[src/hw/rtl/r3fc_pkg.sv]
// Shared types, constants and the CRC-24Q byte step for the RTCM3 frame checker.
`default_nettype none

package r3fc_pkg;

  // One byte request from the upstream side.
  typedef struct packed {
    logic [7:0] byte_value;
    logic       last_byte;
  } in_t;

  // One frame verdict for the downstream side.
  typedef struct packed {
    logic        frame_ok;
    logic [11:0] msg_number;
    logic [23:0] crc_value;
  } out_t;

  localparam logic [7:0]  PreambleByte  = 8'hD3;
  localparam logic [7:0]  ReservedMask  = 8'hFC;
  localparam logic [23:0] CrcPoly       = 24'h864CFB;
  localparam logic [10:0] FrameOverhead = 11'd6;
  localparam logic [10:0] MinFrameBytes = 11'd8;
  localparam logic [10:0] CountMax      = 11'd2047;
  localparam logic [9:0]  MinLength     = 10'd2;

  // Byte positions of the header fields within a frame.
  localparam logic [10:0] IdxPreamble = 11'd0;
  localparam logic [10:0] IdxLenHi    = 11'd1;
  localparam logic [10:0] IdxLenLo    = 11'd2;
  localparam logic [10:0] IdxTypeHi   = 11'd3;
  localparam logic [10:0] IdxTypeLo   = 11'd4;

  // Fold one byte into the CRC, MSB first, eight unrolled shift steps.
  function automatic logic [23:0] crc24q_byte(input logic [23:0] crc_in,
                                              input logic [7:0]  data);
    logic [23:0] crc;
    crc = crc_in ^ {data, 16'h0000};
    for (int k = 0; k < 8; k++) begin
      crc = crc[23] ? ({crc[22:0], 1'b0} ^ CrcPoly) : {crc[22:0], 1'b0};
    end
    return crc;
  endfunction

endpackage

`default_nettype wire

[src/hw/rtl/r3fc_frame_core.sv]
// Per-frame state: header capture, three-byte delay line, running CRC and verdict.
`default_nettype none

module r3fc_frame_core (
  input  wire logic          clk_i,
  input  wire logic          rst_ni,
  input  wire logic          advance_i,
  input  wire r3fc_pkg::in_t item_i,
  output r3fc_pkg::out_t     result_o
);

  logic [23:0] crc_q, crc_d;
  logic [10:0] count_q, count_d;
  logic [7:0]  tail_q [3];
  logic [7:0]  tail_d [3];
  logic [9:0]  len_q, len_d;
  logic [11:0] type_q, type_d;
  logic        hdr_bad_q, hdr_bad_d;
  logic [7:0]  b;
  logic [23:0] expected;
  logic        ok;

  assign b = item_i.byte_value;

  // Next state for the byte at the head of the input register.
  always_comb begin
    hdr_bad_d = hdr_bad_q;
    len_d     = len_q;
    type_d    = type_q;
    unique case (count_q)
      r3fc_pkg::IdxPreamble: begin
        if (b != r3fc_pkg::PreambleByte) hdr_bad_d = 1'b1;
      end
      r3fc_pkg::IdxLenHi: begin
        if ((b & r3fc_pkg::ReservedMask) != 8'h00) hdr_bad_d = 1'b1;
        len_d[9:8] = b[1:0];
      end
      r3fc_pkg::IdxLenLo: begin
        len_d[7:0] = b;
      end
      r3fc_pkg::IdxTypeHi: begin
        type_d[11:4] = b;
      end
      r3fc_pkg::IdxTypeLo: begin
        type_d[3:0] = b[7:4];
      end
      default: begin
      end
    endcase

    // The byte leaving the delay line enters the CRC from the fourth byte on.
    crc_d = (count_q >= r3fc_pkg::IdxTypeHi) ? r3fc_pkg::crc24q_byte(crc_q, tail_q[0])
                                             : crc_q;
    tail_d[0] = tail_q[1];
    tail_d[1] = tail_q[2];
    tail_d[2] = b;

    count_d = (count_q != r3fc_pkg::CountMax) ? count_q + 11'd1 : count_q;
  end

  // Frame verdict from the state including this byte.
  always_comb begin
    expected = {tail_d[0], tail_d[1], tail_d[2]};
    ok = (count_d < r3fc_pkg::CountMax) && (count_d >= r3fc_pkg::MinFrameBytes) &&
         !hdr_bad_d && (len_d >= r3fc_pkg::MinLength) &&
         (({1'b0, len_d} + r3fc_pkg::FrameOverhead) == count_d) &&
         (crc_d == expected);
    result_o.frame_ok   = ok;
    result_o.msg_number = ok ? type_d : 12'h000;
    result_o.crc_value  = ok ? crc_d : 24'h000000;
  end

  // State update; the last byte clears the per-frame counters.
  always_ff @(posedge clk_i or negedge rst_ni) begin
    if (!rst_ni) begin
      crc_q     <= '0;
      count_q   <= '0;
      hdr_bad_q <= 1'b0;
      len_q     <= '0;
      type_q    <= '0;
      tail_q[0] <= '0;
      tail_q[1] <= '0;
      tail_q[2] <= '0;
    end else if (advance_i) begin
      len_q     <= len_d;
      type_q    <= type_d;
      tail_q[0] <= tail_d[0];
      tail_q[1] <= tail_d[1];
      tail_q[2] <= tail_d[2];
      if (item_i.last_byte) begin
        crc_q     <= '0;
        count_q   <= '0;
        hdr_bad_q <= 1'b0;
      end else begin
        crc_q     <= crc_d;
        count_q   <= count_d;
        hdr_bad_q <= hdr_bad_d;
      end
    end
  end

endmodule

`default_nettype wire

[config.mk]
export PLATFORM = sky130hd
export DESIGN_NAME = r3fc_frame_core
export DESIGN_NICKNAME = d
export VERILOG_FILES = /design/src/hw/rtl/r3fc_pkg.sv /design/src/hw/rtl/r3fc_frame_core.sv
export SDC_FILE = /design/constraint.sdc
export NUM_CORES = 1
export LEC_CHECK = 0
export BUFFER_PORTS_ARGS = -buffer_cell sky130_fd_sc_hd__buf_2
export CORE_ASPECT_RATIO = 1.25
export CORE_MARGIN = 5
export CORE_UTILIZATION = 56
export DETAILED_ROUTE_END_ITERATION = 8
export PLACE_DENSITY = 0.72
export SKIP_CTS_REPAIR_TIMING = 1
export SLEW_MARGIN = 20
export SYNTH_ARGS = -nofsm -noshare
export SYNTH_HDL_FRONTEND = slang
export SYNTH_SLANG_ARGS = --single-unit
[constraint.sdc]
create_clock -name clk_i -period 5.4 [get_ports clk_i]
set_input_delay 0 -clock clk_i [delete_from_list [all_inputs] [get_ports clk_i]]
set_output_delay 0 -clock clk_i [all_outputs]
set_load 0.02 [all_outputs]
Word level (Yosys, flattened, before mapping)
Index checks and enable logic that the tools add are counted.
- output and inout bits: 37
- logic and storage cells: 61
- bits in registers: 82
- bits of input ports: 12
- order comparisons: 4
- $add $sub $neg: 2
- bitwise operators: 9
- muxes and demuxes: 22
- equality and inequality tests: 8
- reduce and logical (&&, ||, !) cells: 8
- operators with widths (kind ; number):
    $mux 24 ; 11
    $not 13->13 ; 8
    $eq 24x24->1 ; 1
    $xor 24x24->24 ; 1
    $eq 11x2->1 const B ; 2
    $mux 11 ; 2
    $mux 8 ; 2
    $mux 12 ; 1
    $add 10x3->11 const B ; 1
    $add 11x1->11 const B ; 1
    $eq 11x1->1 const B ; 1
    $eq 11x11->1 ; 1
    $eq 11x3->1 const B ; 1
    $ge 11x2->1 const B ; 1
    $ge 11x4->1 const B ; 1
    $logic_not 11->1 ; 1
    $lt 11x11->1 const B ; 1
    $ne 11x11->1 const B ; 1
    $ge 10x2->1 const B ; 1
    $ne 8x8->1 const B ; 1
    $reduce_bool 8->1 ; 1
    $logic_and 1x1->1 ; 5
    $mux 4 ; 1
    $mux 1 ; 3
    3 further kinds ; 3

Logic depth before layout (Yosys ltp)
Gate-level depths: netlist of run 1.
- depth after elaboration: 21
- mapped depth: 18
- depth with buffers taken out: 13

Least setup slack after synthesis of run 1
Ideal clock, no wire load.
- path kind: register to output
- from: reg count_q[0]
- to: out result_o[5] in the netlist's numbering
- stages on the path, launching flop included: 17
- data required time: 5.400 ns
- data arrival time: 4.439 ns
- slack: 0.961 ns
- buffers on the path: 3
- cell sequence: dfrtp_1 clkbuf_1 inv_1 ha_1 nand4_2 clkbuf_1 mux2i_1 ha_1 nor2_1 nand2_1 o31ai_1 a211o_1 a221oi_1 nand4_1 or4_1 buf_4 nor4_1
- RTL lines (element ; line ; text):
    start, declared ; r3fc_frame_core.sv:13 ; logic [10:0] count_q, count_d;
    start signal, assigned ; r3fc_frame_core.sv:96 ; count_q <= count_d;
    end, declared ; r3fc_frame_core.sv:9 ; output r3fc_pkg::out_t result_o

==> results of run 1 <==
final cells by class:
class                      count  area, µm²
clock buffer                  11        253
clock inverter                 5       61.3
fill                        1004       4400
inverter                      19       71.3
multi-input combinational    542       4170
sequential                    82       2050
tap                          138        173
timing repair buffer          58        324
path summary, 6_finish.rpt:
path                       startpoint      endpoint  slack (ps)  depth (start not counted)
setup / recovery           count_q[0]  result_o[27]         210                         12
hold / removal              item_i[5]  expected[12]          50                          3
max in group asynchronous      rst_ni  expected[23]        4590                          2
setup reg to reg           count_q[0]     crc_q[23]        2420                          6
min in group asynchronous      rst_ni     type_q[6]         270                          2
hold reg to reg             type_q[0]     type_q[0]         490                          2
where the power goes:
| part | switching [mW] | leakage (nW) | internal, mW |
|---|---|---|---|
| logic | 1.66 | 1.77 | 1.33 |
| registers | 0.235 | 1.04 | 0.790 |
| clock network | 0.262 | 0.156 | 0.386 |
| total | 2.16 | 2.96 | 2.50 |
worst min-delay path, cell delays in order:
cell	delay [ps]
buf_2	190
nand2_1	80
o21ai_0	70
flip-flops by register name, indices dropped and copies added (netlist names):
name,count
hdr_bad_q,1
count_q,11
expected,16
crc_q,24
len_q,10
tail_q,8
type_q,12
layout by cell type, fill, tap and decap left out, drive strengths merged, types with 7 or more instances in the layout:
| cell type | count |
|---|---|
| nor2 | 34 |
| a211oi | 12 |
| nor3 | 39 |
| mux2i | 30 |
| xnor2 | 60 |
| nand3 | 13 |
| o2bb2ai | 15 |
| buf | 57 |
| o21ai | 43 |
| nand2 | 64 |
| or4 | 7 |
| a22oi | 7 |
| dfrtp | 82 |
| o22ai | 8 |
| a31oi | 7 |
| mux2 | 31 |
| a22o | 8 |
| nor4 | 11 |
| xor2 | 28 |
| nand4 | 12 |
| inv | 20 |
| clkbuf | 11 |
| a21oi | 33 |
metrics by stage:
stage,total power [mW],area [µm²]
floorplan,3.30,6530
global placement,3.92,6770
detailed placement,3.97,6770
CTS,4.63,7090
global route,4.93,7100
finish,4.66,7100
cell families after synthesis:
family / after synthesis / share of synthesized area [%]
adders and majority gates: 5 / 0.958
buffers and inverters: 73 / 4.75
muxes: 61 / 9.95
AOI/OAI and AO/OA: 175 / 18.5
xor gates and xnor gates: 97 / 16.8
and+or+nand+nor: 204 / 17.6
DFF: 82 / 31.4
layer usage:
metal	vias up	part of all wire (%)	global-route usage [%]	routed length, µm
met5	-	0	0	0
met4	0	4.8	14.7	939
met3	66	6.2	4.62	1210
met2	241	50	49.1	9670
met1	2688	39	36.5	7620
li1	2568	-	-	-
==> impl_metrics.toml, run 1 <==
[finish]
stdcell_count = 855
nets = 729
finalCoreUtilization_pct = 61.7
area_delta_synth_final_pct = 8.80
layout-drive-gt1-share_pct = 22.5
antennaDiodeCount = 0

[sta]
holdWs_ps = 46.3
rsz0062_at_grt = "no"
worst_pin_slew_ps = 1080
slew_viol_final = 0
relSlewSlack_pct = 27.2
fmax_mhz = 193
fin_crit_sh_pct = 96.0
setup_tns_ps = 0
setup_ws_ps = 215
hold_viol = 0
skew_ps = 4.81
post-route-min-period_ps = 5190
setup_viol = 0

[routing]
routedWlPerCell_um = 22.7
vias = 5563
via_per_inst = 6.51
drc = 0
ant_nets = 0
drtIter0Drc = 460
wirelength_mm = 19.4
dr.pass1.iters = 7

[placed_design]
post-dp-hpwl_mm = 13.9
dp.cells = 838
portBuffers = 48
dp_slack_ps = 487
gp_congestion = 0.942

[setup_path]
crit_slowest_cell = "or4_2"
path_max_fanout = 23
end_kind = "output port"
worstSetupPathType = "flop to output port"
crit_path_max_incr_delay_ps = 1090
path_cells = "ha_1 > nand3_1 > nor2_1 > mux2i_1 > xnor2_1 > o31ai_1 > nor4_1 > nand4_1 > or4_2 > buf_4 > nor3_2 > buf_2"
cp_top_family = "simple AND/OR/NAND/NOR gates"
path_buf_inv = 2
critical_path.startpoint_type = "flop"
worst_ep_required_time_ps = 5400
critPathArrivalTime_ps = 5190

[synthesis]
synthCells = 697
avgSynthCellArea_um2 = 9.37
synth_area_um2 = 6530
yosys_warnings = 0
syn_nets = 714
yosys.cell_types.count = 66
synth_edf_count = 0
yosysSeqAreaShare_pct = 31.4
synth_top_cell_by_area = "dfrtp_1"
synthFlopType = "dfrtp_1"
ys_top_cells_by_count = "dfrtp_1 (82), nand2_1 (64), xnor2_1 (51)"
ys_async_sr_fraction_pct = 100
ys_seq_elements = 82
synth_most_common_cell = "dfrtp_1"
yosysTopAreaCellShare_pct = 31.4
synthTopCellsByArea = "dfrtp_1 (31%), xnor2_1 (6.8%), mux2_2 (5.3%)"

[clocking]
clock_sinks = 82
clk_pin_slew_worst_paths_ps = 60
h-tree-depth = 3
clk_latency_ps = 340
clock_tree.root_cell = "clkbuf_16"
cts_tree = "yes"
cts_buffers = 9
cts.path.max_buffers = 2

[die]
dieWidth_um = 107
core_um2 = 11500
ios = 49
start_util_pct = 56.7
die-area_um2 = 13900
rows = 44
die_height_um = 131

[grt]
antenna_found_initial = 0
grt-ovfl-total = 0
grtUsageTotal_pct = 29.1
grt_pass1_wl_mm = 31.2
grt_max_degree = 83
grt_pass1_vias = 5621

[min_path]
hp-class = "input port to flop"

[run_status]
outcome = "finished, final reports clean"

[power]
worst_ir_drop_vdd_mv = 0.577
power.density_nw_per_um2 = 656
p_leak_nw = 2.96

[job]
cap_violations = 0
No activity file was read; power rests on OpenSTA's default activity.
==> run 2: changes to the inputs <==
==> constraint.sdc (replaced) <==
create_clock -name clk_i -period 6.2 [get_ports clk_i]
set_input_delay 0 -clock clk_i [delete_from_list [all_inputs] [get_ports clk_i]]
set_output_delay 0 -clock clk_i [all_outputs]
set_load 0.02 [all_outputs]
==> run 2 against run 1 <==
Via count rose by 1.3%. Wire length rose by 1.1%. Largest power group unchanged. Critical endpoint is now result_o[2]. Worst setup slack improved by 410 ps. Critical path type unchanged.
==> impl_metrics.toml, run 2 (synthesized netlist as in run 1, its figures left out) <==
[run_status]
outcome = "finished, final reports clean"

[placed_design]
dp_slack_ps = 1030
portBuffers = 48
gp_congestion = 0.953
dpl_cell_area_um2 = 6760
post-dp-hpwl_mm = 14.0
dp.cells = 836

[finish]
area_delta_synth_final_pct = 9.29
stdcell_count = 853
stdcell_area_um2 = 7140
layout-drive-gt1-share_pct = 22.0
finalCoreUtilization_pct = 62.0
largest-register = "crc_q"
largest_reg_flops = 24
mostFrequentLayoutCell = "dfrtp_1"
antennaDiodeCount = 0
nets = 727
final_cell_mix = "dfrtp_1 (82), nand2_1 (64), xnor2_1 (51)"

[sta]
fin_crit_sh_pct = 89.9
rsz0062_at_grt = "no"
fmax_mhz = 179
slew_viol_final = 0
setup_ws_ps = 625
post-route-min-period_ps = 5570
setup_tns_ps = 0
relSlewSlack_pct = 29.8
setup_viol = 0
skew_ps = 6.32
worst_pin_slew_ps = 1050
holdWs_ps = 71.4
hold_viol = 0

[power]
power.internal_mw = 2.28
power_frac_seq_pct = 21.2
power.clock.fraction_pct = 15.9
swShare_pct = 45.8
total_power_mw = 4.20
worst_ir_drop_vdd_mv = 0.412
power.density_nw_per_um2 = 589
p_comb_share_pct = 62.8
p_sw_mw = 1.93
p_leak_nw = 2.98

[die]
rows = 44
die-area_um2 = 13900
start_util_pct = 56.7
core_um2 = 11500
die_height_um = 131
ios = 49
dieWidth_um = 107

[routing]
via_per_inst = 6.61
drc = 0
vias = 5638
routedWlPerCell_um = 23.0
wirelength_mm = 19.7
ant_nets = 0
drtIter0Drc = 458
dr.pass1.iters = 5

[setup_path]
cp_top_family = "simple AND/OR/NAND/NOR gates"
end_kind = "output port"
reg2reg_depth = 6
worstSetupPathType = "flop to output port"
worst_ep_required_time_ps = 6200
path_cells = "nor4_2 > nand4_2 > mux2i_1 > ha_1 > nor2_1 > nand2_1 > o31ai_1 > a211o_1 > a221oi_1 > nand4_1 > or4_2 > a2111oi_2 > buf_2"
crit_path_max_incr_delay_ps = 1200
critPathArrivalTime_ps = 5570
path_max_fanout = 36
crit_slowest_cell = "or4_2"
reg2reg_to = "crc_q[23]"
path_buf_inv = 1
r2r_start = "count_q[0]"
ff2ff_setup_slack_ps = 3160
critical_path.startpoint_type = "flop"

[grt]
grt_pass1_vias = 5697
antenna_found_initial = 0
grt_max_degree = 59
grt-ovfl-total = 0
grt_pass1_wl_mm = 31.5
grtUsageTotal_pct = 29.6

[clocking]
clock_sinks = 82
cts_tree = "yes"
clk_pin_slew_worst_paths_ps = 60
clk_latency_ps = 350
h-tree-depth = 3
cts.path.max_buffers = 2
clock_tree.root_cell = "clkbuf_16"
cts_buffers = 9

[job]
cap_violations = 0

[min_path]
min_to = "expected[12]"
hp-class = "input port to flop"
hold_depth = 3
worstHoldStart = "item_i[5]"
[run 2: cell type report]
cell class / instances / area, µm²
clock inverter: 6 / 138
tap: 138 / 173
clock buffer: 10 / 229
sequential: 82 / 2050
multi-input combinational: 542 / 4170
fill: 987 / 4370
inverter: 19 / 71.3
timing repair buffer: 56 / 305
[run 2: per-layer routing]
metal  share of wire, %  GRT usage, %
met1                 39          35.5
met2                 50          51.4
met3                6.1          4.47
met4                5.2          15.5
met5                  0             0
[run 2: worst min-delay path, delay by kind of cell]
kind / cells / cell delay, ps
buffers and inverters: 1 / 190
AO/OA/AOI/OAI: 1 / 80
AND/OR/NAND/NOR: 1 / 100
[run 2: how the worst max path moves through the flow]
stage,start,end,slack [ps],depth (start not counted)
after detailed placement,count_q[8],result_o[2],1030,13
after global routing,count_q[9],result_o[2],100,13
after CTS,count_q[8],result_o[2],630,13
after floorplan,count_q[0],result_o[5],1760,16
final,count_q[8],result_o[2],630,13
after global placement,count_q[8],result_o[2],1200,13
[run 2: power by group through the flow]
stage	clock, mW	sequential, mW	combinational (mW)
3_3_place_gp	0	0.884	2.56
4_1_cts	0.678	0.886	2.61
5_1_grt	0.702	0.913	2.81
2_1_floorplan	0	0.825	2.05
6_report	0.670	0.892	2.64
3_5_place_dp	0	0.895	2.59
==> run 3: changes to the inputs <==
--- a/config.mk
+++ b/config.mk
@@ -5,9 +5,10 @@
 export SDC_FILE = /design/constraint.sdc
 export NUM_CORES = 1
 export LEC_CHECK = 0
+export ABC_AREA = 1
 export BUFFER_PORTS_ARGS = -buffer_cell sky130_fd_sc_hd__buf_2
 export CORE_ASPECT_RATIO = 1.25
-export CORE_MARGIN = 5
+export CORE_MARGIN = 2
 export CORE_UTILIZATION = 56
 export DETAILED_ROUTE_END_ITERATION = 8
 export PLACE_DENSITY = 0.72
==> run 3 against run 2 <==
Clock skew down 0.50 ps. Largest cell class unchanged. Global-route usage up 0.82 points. The run now ends with hold timing left. Critical endpoint is now result_o[28]. Worst setup slack better by 840 ps. Clock power decreased by 21%. Die area fell by 8.8%. Highest routed layer unchanged.
==> impl_metrics.toml, run 3 <==
[clocking]
h-tree-depth = 3
cts_tree = "yes"
clk_latency_ps = 350
clock_sinks = 82
cts_buffers = 9
clock_tree.root_cell = "clkbuf_16"
clk_pin_slew_worst_paths_ps = 70
cts.path.max_buffers = 2

[power]
power.density_nw_per_um2 = 378
worst_ir_drop_vdd_mv = 0.178
p_leak_nw = 3.63

[finish]
stdcell_area_um2 = 7190
fillers = 1104
antennaDiodeCount = 0
multi_input_area_um2 = 3930
area_delta_synth_final_pct = 8.72
mostFrequentLayoutCell = "nand2_1"
regArea_um2 = 2050
largest-register = "crc_q"
nets = 1012
stdcell_count = 1138
final_cell_mix = "nand2_1 (334), inv_1 (103), nand3_1 (88)"
layout-drive-gt1-share_pct = 17.8
largest_reg_flops = 24

[routing]
ant_nets = 0
via_per_inst = 5.51
wirelength_mm = 18.6
drtIter0Drc = 414
dr.pass1.iters = 5
vias = 6270
drc = 0
routedWlPerCell_um = 16.3

[grt]
grtUsageTotal_pct = 30.4
use_met3_pct = 3.30
grt-ovfl-total = 0
grt_max_degree = 75
antenna_found_initial = 0
grtUsageMet2_pct = 53.2
gr-max-usage-layer = "met2"
grt_pass1_vias = 5875
gr-usage-met1_pct = 38.4
grt_pass1_wl_mm = 30.1

[run_status]
outcome = "finished, violations left"
violations = "hold timing"

[sta]
worst_pin_slew_ps = 1040
setup_tns_ps = 0
setup_viol = 0
slew_viol_final = 0
relSlewSlack_pct = 31.0
rsz0062_at_grt = "no"
skew_ps = 5.82
fmax_mhz = 211
setup_ws_ps = 1460
holdWs_ps = -16.5
hold_viol = 6
fin_crit_sh_pct = 76.4
post-route-min-period_ps = 4740

[synthesis]
yosys.cell_types.count = 40
synth_top_cell_by_area = "dfrtp_1"
avgSynthCellArea_um2 = 6.91
synthTopCellsByArea = "dfrtp_1 (31%), nand2_1 (19%), nand3_1 (6.7%)"
synth_area_um2 = 6610
ys_seq_elements = 82
yosysTopAreaCellShare_pct = 31.0
synthCells = 957
ys_top_cells_by_count = "nand2_1 (334), inv_1 (103), nand3_1 (88)"
synth_edf_count = 0
syn_nets = 974
yosys_warnings = 0
synth_most_common_cell = "nand2_1"
synthFlopType = "dfrtp_1"
ys_async_sr_fraction_pct = 100
yosysSeqAreaShare_pct = 31.0

[setup_path]
critPathArrivalTime_ps = 4740
worst_ep_required_time_ps = 6200
crit_top_cell = "nor2_1"
critical_path.startpoint_type = "flop"
end_kind = "output port"
crit_path_max_incr_delay_ps = 710
path_max_fanout = 37
worstSetupPathType = "flop to output port"
path_cells = "ha_1 > nor2_1 > nand3_4 > clkinv_2 > nand2_1 > nand3_1 > nand3_1 > nor2_1 > nand2_1 > nor2_1 > nand3_1 > nor2_1 > nand3_1 > nor2_1 > nand2_1 > nor2_4 > nand3_4 > nor2_1 > buf_2"
crit_slowest_cell = "nand3_4"

[die]
die-area_um2 = 12700
die_height_um = 125
ios = 49
rows = 44
start_util_pct = 57.2
dieWidth_um = 101
core_um2 = 11600

[placed_design]
dpl_cell_area_um2 = 6880
dp.cells = 1119
gp_congestion = 0.946
portBuffers = 48
post-dp-hpwl_mm = 13.7
dp_slack_ps = 1930

[min_path]
hp-class = "input port to flop"

[job]
cap_violations = 0
-- run 3: changes by cell type in the layout (fill, tap and decap cells not counted), moves of 22 or more --
| cell | previous run | this run |
|---|---|---|
| nand2_1 | 64 | 334 |
| a21oi_1 | 33 | 7 |
| nor2_4 | 0 | 29 |
| mux2_2 | 31 | 0 |
| xnor2_1 | 51 | 5 |
| nor3_2 | 24 | 2 |
| nand2_2 | 0 | 25 |
| mux2i_1 | 30 | 5 |
| o21ai_0 | 42 | 65 |
| nand3_1 | 13 | 88 |
| inv_1 | 19 | 103 |
-- run 3: metrics by stage --
stage / power [mW] / util, %
after CTS: 2.71 / 61.9
final: 2.72 / 62.2
after detailed placement: 2.17 / 59.5
after floorplan: 1.85 / -
after global placement: 2.16 / 59.5
after global routing: 2.93 / 62.2
-- run 3: worst paths after layout --
check / slack [ps] / cells after the start / endpoint / startpoint
setup / recovery: 1460 / 19 / result_o[28] / count_q[0]
hold / removal: -20 / 4 / count_q[6] / item_i[0]
setup reg to reg: 3620 / 7 / crc_q[7] / count_q[0]
hold reg to reg: 480 / 2 / len_q[6] / len_q[6]
max in group asynchronous: 5020 / 3 / expected[18] / rst_ni
min in group asynchronous: 80 / 2 / type_q[2] / rst_ni
-- run 3: critical path, delay by kind of cell, from the launching register on --
kind / cells / cell delay [ps]
adder cells (fa/ha/maj): 1 / 270
buffers and inverters: 2 / 640
flip-flops: 1 / 430
AND/OR/NAND/NOR: 16 / 2980
-- run 3: final cells by class --
cell class / count / area share, %
Tap cell: 138 / 2.40
Inverter: 118 / 6.18
Clock buffer: 9 / 3.13
Timing Repair Buffer: 56 / 4.32
Clock inverter: 7 / 0.818
Multi-Input combinational cell: 728 / 54.6
Sequential cell: 82 / 28.5
-- run 3: metal layers --
| metal | part of all wire [%] | vias up |
|---|---|---|
| met1 | 40 | 2907 |
| met2 | 52 | 200 |
| li1 | - | 3124 |
| met4 | 2.8 | 0 |
| met3 | 5.3 | 39 |
| met5 | 0 | - |
-- run 3: logic make-up (layout without fill, tap and decap cells) --
logic type	Yosys count	in the layout	share of synthesized area, %
buffers and inverters	147	190	9.59
XOR/XNOR	31	31	4.62
AND/OR/NAND/NOR	578	578	44.0
AO/OA/AOI/OAI	109	109	9.06
flip-flops	82	82	31.0
multiplexers	5	5	0.757
adder cells (fa/ha/maj)	5	5	0.946
-- run 3: where the power goes --
group | switching, mW | total [mW] | internal (mW) | leakage (nW)
registers | 0.0710 | 0.710 | 0.639 | 1.07
clock network | 0.251 | 0.531 | 0.280 | 0.139
logic | 1.02 | 1.48 | 0.457 | 2.42
total | 1.34 | 2.72 | 1.38 | 3.63
